File: src/mfq_ram.sv
`timescale 1ns / 1ps

// Simple dual-port RAM: one write port, one read port with registered data.
module mfq_ram #(
  parameter int WIDTH = 64,
  parameter int DEPTH = 64,
  localparam int AddrW = (DEPTH > 1) ? $clog2(DEPTH) : 1
) (
  input  logic             clk,
  input  logic             wr_en,
  input  logic [AddrW-1:0] wr_addr,
  input  logic [WIDTH-1:0] wr_data,
  input  logic             rd_en,
  input  logic [AddrW-1:0] rd_addr,
  output logic [WIDTH-1:0] rd_data
);

  logic [WIDTH-1:0] mem [DEPTH];

  // Write port.
  always_ff @(posedge clk) begin
    if (wr_en) begin
      mem[wr_addr] <= wr_data;
    end
  end

  // Registered read port.
  always_ff @(posedge clk) begin
    if (rd_en) begin
      rd_data <= mem[rd_addr];
    end
  end

endmodule

File: config.mk
export PLATFORM = sky130hd
export DESIGN_NAME = mfq_ram
export DESIGN_NICKNAME = d
export VERILOG_FILES = /design/src/mfq_ram.sv
export SDC_FILE = /design/constraint.sdc
export NUM_CORES = 2
export LEC_CHECK = 0
export BUFFER_PORTS_ARGS = -buffer_cell sky130_fd_sc_hd__buf_2
export CAP_MARGIN = 20
export CORE_UTILIZATION = 55
export DETAILED_ROUTE_END_ITERATION = 16
export PLACE_DENSITY = 0.71
export SETUP_SLACK_MARGIN = 0.02
export SYNTH_ARGS = -nofsm -noshare
export SYNTH_HDL_FRONTEND = slang
export SYNTH_SLANG_ARGS = --single-unit
File: constraint.sdc
create_clock -name clk -period 9.2 [get_ports clk]
set_input_delay 2.76 -clock clk [delete_from_list [all_inputs] [get_ports clk]]
set_output_delay 2.76 -clock clk [all_outputs]
set_load 0.02 [all_outputs]
# == Yosys cells after proc, flatten, opt, wreduce, memory -nomap -nowiden ==
# Memories as Yosys holds them, arrays and structs flattened. A register that Yosys moved wholly into a read port is not among the register bits.
# Cells that the tools add are included.
# word_totals
regBits,0
ram_bits,4096
inputBits,79
output_inout_bits,64
wordCells,3
mem_count,1
# classes
muxes,2
# memory_table
memory,depth,width,read_ports,rd_clocked_by_memory_dff,wr,line_no,source
mem,64,64,1,1,1,18,logic [WIDTH-1:0] mem [DEPTH];
# op_table
op,count
1-bit 2-to-1 mux,2

# == Longest topological paths before layout ==
# depth
ltp_word,2
depth_mapped,9
ltp_nobuf,5

# == Worst setup path after synthesis ==
# OpenSTA, ideal clock, no wires.
# synth_path
path_type,input to register
start,input wr_addr[3]
end,"memory mem[48][0], enable pin"
setup_time_ps,564
arrival_time_ps,7632
t_required_ps,8636
slack_ps,1004
stages,4
path_buffers,1
path_cell_list,clkbuf_1 -> nor2b_1 -> nand4b_1 -> nor3_1
# synth_rtl
item,line_no,source
"start, declared",11,"input logic [AddrW-1:0] wr_addr,"
"end, declared",18,
# Straight into the memory's write port.

==> qor.yml <==
setup_path:
  cp_slowest_cell: "mux4_2"
  rr_startpoint: "mem[12][18]"
  path_max_fanout: 78
  worstRegToRegCells: 5
  critPathMostFrequentCell: "buf_12"
  r2r_slack_ps: 6990
  required_ps: 9820
  crit_type: "input port to flop"
  endpoint_kind: "flop"
  path_cells: "buf_12 -> buf_12 -> buf_12 -> mux4_2 -> mux2i_1 -> nand2_1 -> a41oi_1 -> a211oi_1"
  regToRegEndpoint: "rd_data[18]"
  cp_data_arrival_time_ps: 5770
  cpPeakStageDelay_ps: 550
  start_kind: "input port"
die:
  design.core.area_mm2: 0.283
  initial_core_util_pct: 55.5
  die_y_um: 536
  die_w_um: 536
  die-area_mm2: 0.288
  io_pins: 143
  row_count: 195
power_and_ir_drop:
  max-vdd-ir-drop_mv: 0.209
  cellPowerDensity_mw_per_mm2: 220
  p_leak_nw: 54.8
clock_network:
  clock-sinks: 4160
  cts_hold_buf: 0
  cts_htree_levels: 5
  cts_tree: "done"
  cts_inserted_buffers: 396
  clkLatencyLatePin_ps: 920
  path_clk_slew_ps: 60
  ctsResizeCount: 0
  cts_root_buf: "clkbuf_16"
  postCtsSetupRepairBufs: 0
  cts.path.max_buffers: 4
synthesis:
  synth.most_common_cell: "edfxtp_1"
  yosys.area.top_type: "edfxtp_1"
  synth_common_cells: "4,160 x edfxtp_1, 1,024 x mux4_2, 170 x buf_2"
  synth-main-ff-cell: "edfxtp_1"
  synth_area_leaders: "edfxtp_1 80%, mux4_2 15%, mux2i_1 0.86%"
  ys_warn_count: 0
  syn-cell-area_mm2: 0.157
  yosysUniqueCellTypes: 32
  synth-seq-cells: 4160
  synthArstFlopShare_pct: 0
  netlist_instances: 6598
  syn_avg_cell_area_um2: 23.8
  synth_edf_count: 4160
  synth.net_count: 6677
  ys_seq_area_share_pct: 79.6
  netlist.area_leader.share_pct: 79.6
place:
  io_buffers: 142
  dp_hpwl_mm: 216
  place_ws_ps: 3070
  gp_congestion: 0.803
route:
  via_per_inst: 6.86
  drt_pass1_iterations: 5
  wl_per_cell_um: 37.2
  drc: 0
  ant_nets: 0
  drt_iter0_drc: 12015
  drt_wl_total_mm: 412
  via_count: 76095
grt:
  grt_pass1_wl_mm: 578
  grt_overflow: 0
  grt_use_total_pct: 28.9
  grt_max_degree: 123
  grt_pass1_vias: 76288
  grt_antenna_before_repair: 37
sta:
  maxSlewViolCount: 0
  fin_crit_ps: 5150
  max_slew_margin_pct: 15.7
  final_hold_viol_count: 0
  setup_tns_ps: 0
  fin_crit_sh_pct: 56.0
  worstMarginPinSlew_ps: 1260
  setup_viol: 0
  holdWs_ps: 921
  fin_ws_ps: 4050
  rsz0062_at_grt: "false"
  fin_skew_ps: 72.0
  fmax_mhz: 194
finish:
  syn2layout_area_growth_pct: 12.2
  drive_above_1_share_pct: 28.1
  nNetsFinal: 7076
worst_hold_path:
  hp-start: "mem[55][16]"
  min_to: "rd_data[16]"
  whs_path_depth: 4
  hp-class: "flop to flop"
outcome:
  status: "finished clean"
flow_run:
  cap_violations: 0
## report_power, final
| group | leakage [nW] | switching (mW) | internal, mW |
|---|---|---|---|
| Clock | 6.10 | 6.92 | 8.87 |
| Sequential | 37.5 | 0.0713 | 21.0 |
| Combinational | 11.2 | 1.14 | 0.659 |
| Total | 54.8 | 8.14 | 30.6 |
## sequential cells by signal, summed over array words and instances (netlist names)
| register | cells |
|---|---|
| mem | 4096 |
| rd_data | 64 |
## final cells by class
cell class | instances | area, um2
multi-input combinational | 2049 | 30800
timing repair buffer | 371 | 3280
sequential | 4160 | 125000
inverter | 19 | 71.3
antenna | 17 | 42.5
clock inverter | 247 | 2050
clock buffer | 480 | 10400
fill | 18372 | 107000
tap | 3743 | 4680
## critical path, delay by kind of cell
| kind | cells | cell delay [ps] |
|---|---|---|
| AND/OR/NAND/NOR | 1 | 100 |
| AO/OA/AOI/OAI | 2 | 470 |
| buffers and inverters | 3 | 1360 |
| multiplexers | 2 | 840 |
## placed cells by master (no fill, tap or decap), types with 3 or more instances in the layout
cell type / n
nand2b_1: 9
nor2b_1: 24
buf_2: 138
a2bb2oi_1: 19
a31oi_1: 18
clkbuf_16: 404
or2_2: 28
clkinv_1: 94
a22o_1: 88
mux4_2: 1024
clkinv_4: 7
buf_8: 5
clkbuf_1: 76
a22oi_1: 168
clkinv_8: 3
clkinvlp_4: 14
buf_16: 3
bufinv_16: 29
o22ai_1: 83
clkinv_2: 89
a211oi_1: 63
nor2_1: 47
and3_1: 64
inv_6: 6
o221ai_1: 38
buf_4: 166
nor2_4: 65
nor2b_4: 3
or3_1: 29
nand2_1: 56
diode_2: 17
edfxtp_1: 4160
inv_1: 19
nand3_1: 45
mux2i_1: 135
a41oi_1: 26
buf_12: 59
## routing by layer
metal / up-vias / GRT usage, % / routed length [um]
met5: - / 0 / 218
met4: 30 / 11.0 / 17100
met3: 911 / 5.80 / 48100
met2: 5226 / 45.7 / 198000
met1: 40563 / 40.2 / 149000
li1: 29365 / - / -
## cells by family after synthesis
kind of cell / synth area share [%]
multiplexers: 15.6
AO/OA/AOI/OAI: 2.47
buffers and inverters: 1.18
AND/OR/NAND/NOR: 1.23
flip-flops: 79.6
## worst max-delay path by stage
stage	start	endpoint	cells past startpoint
2_1_floorplan	wr_addr[3]	mem[48][0]	4
3_3_place_gp	rd_addr[3]	rd_data[61]	6
3_5_place_dp	rd_addr[0]	rd_data[53]	8
4_1_cts	rd_addr[0]	rd_data[53]	8
5_1_grt	rd_addr[0]	rd_data[53]	8
6_report	rd_addr[0]	rd_data[13]	8
## stage by stage
stage               power [mW]  utilization (%)  area (um2)  std cells
floorplan                 22.5                -      157000       6598
global placement          23.2             57.6      163000      10311
detailed placement        23.3             57.7      163000      10320
CTS                       38.8             62.1      176000      11047
global route              39.6             62.3      176000      11078
finish                    38.7             62.3      176000      11086
(Power assumes the default switching activity.)
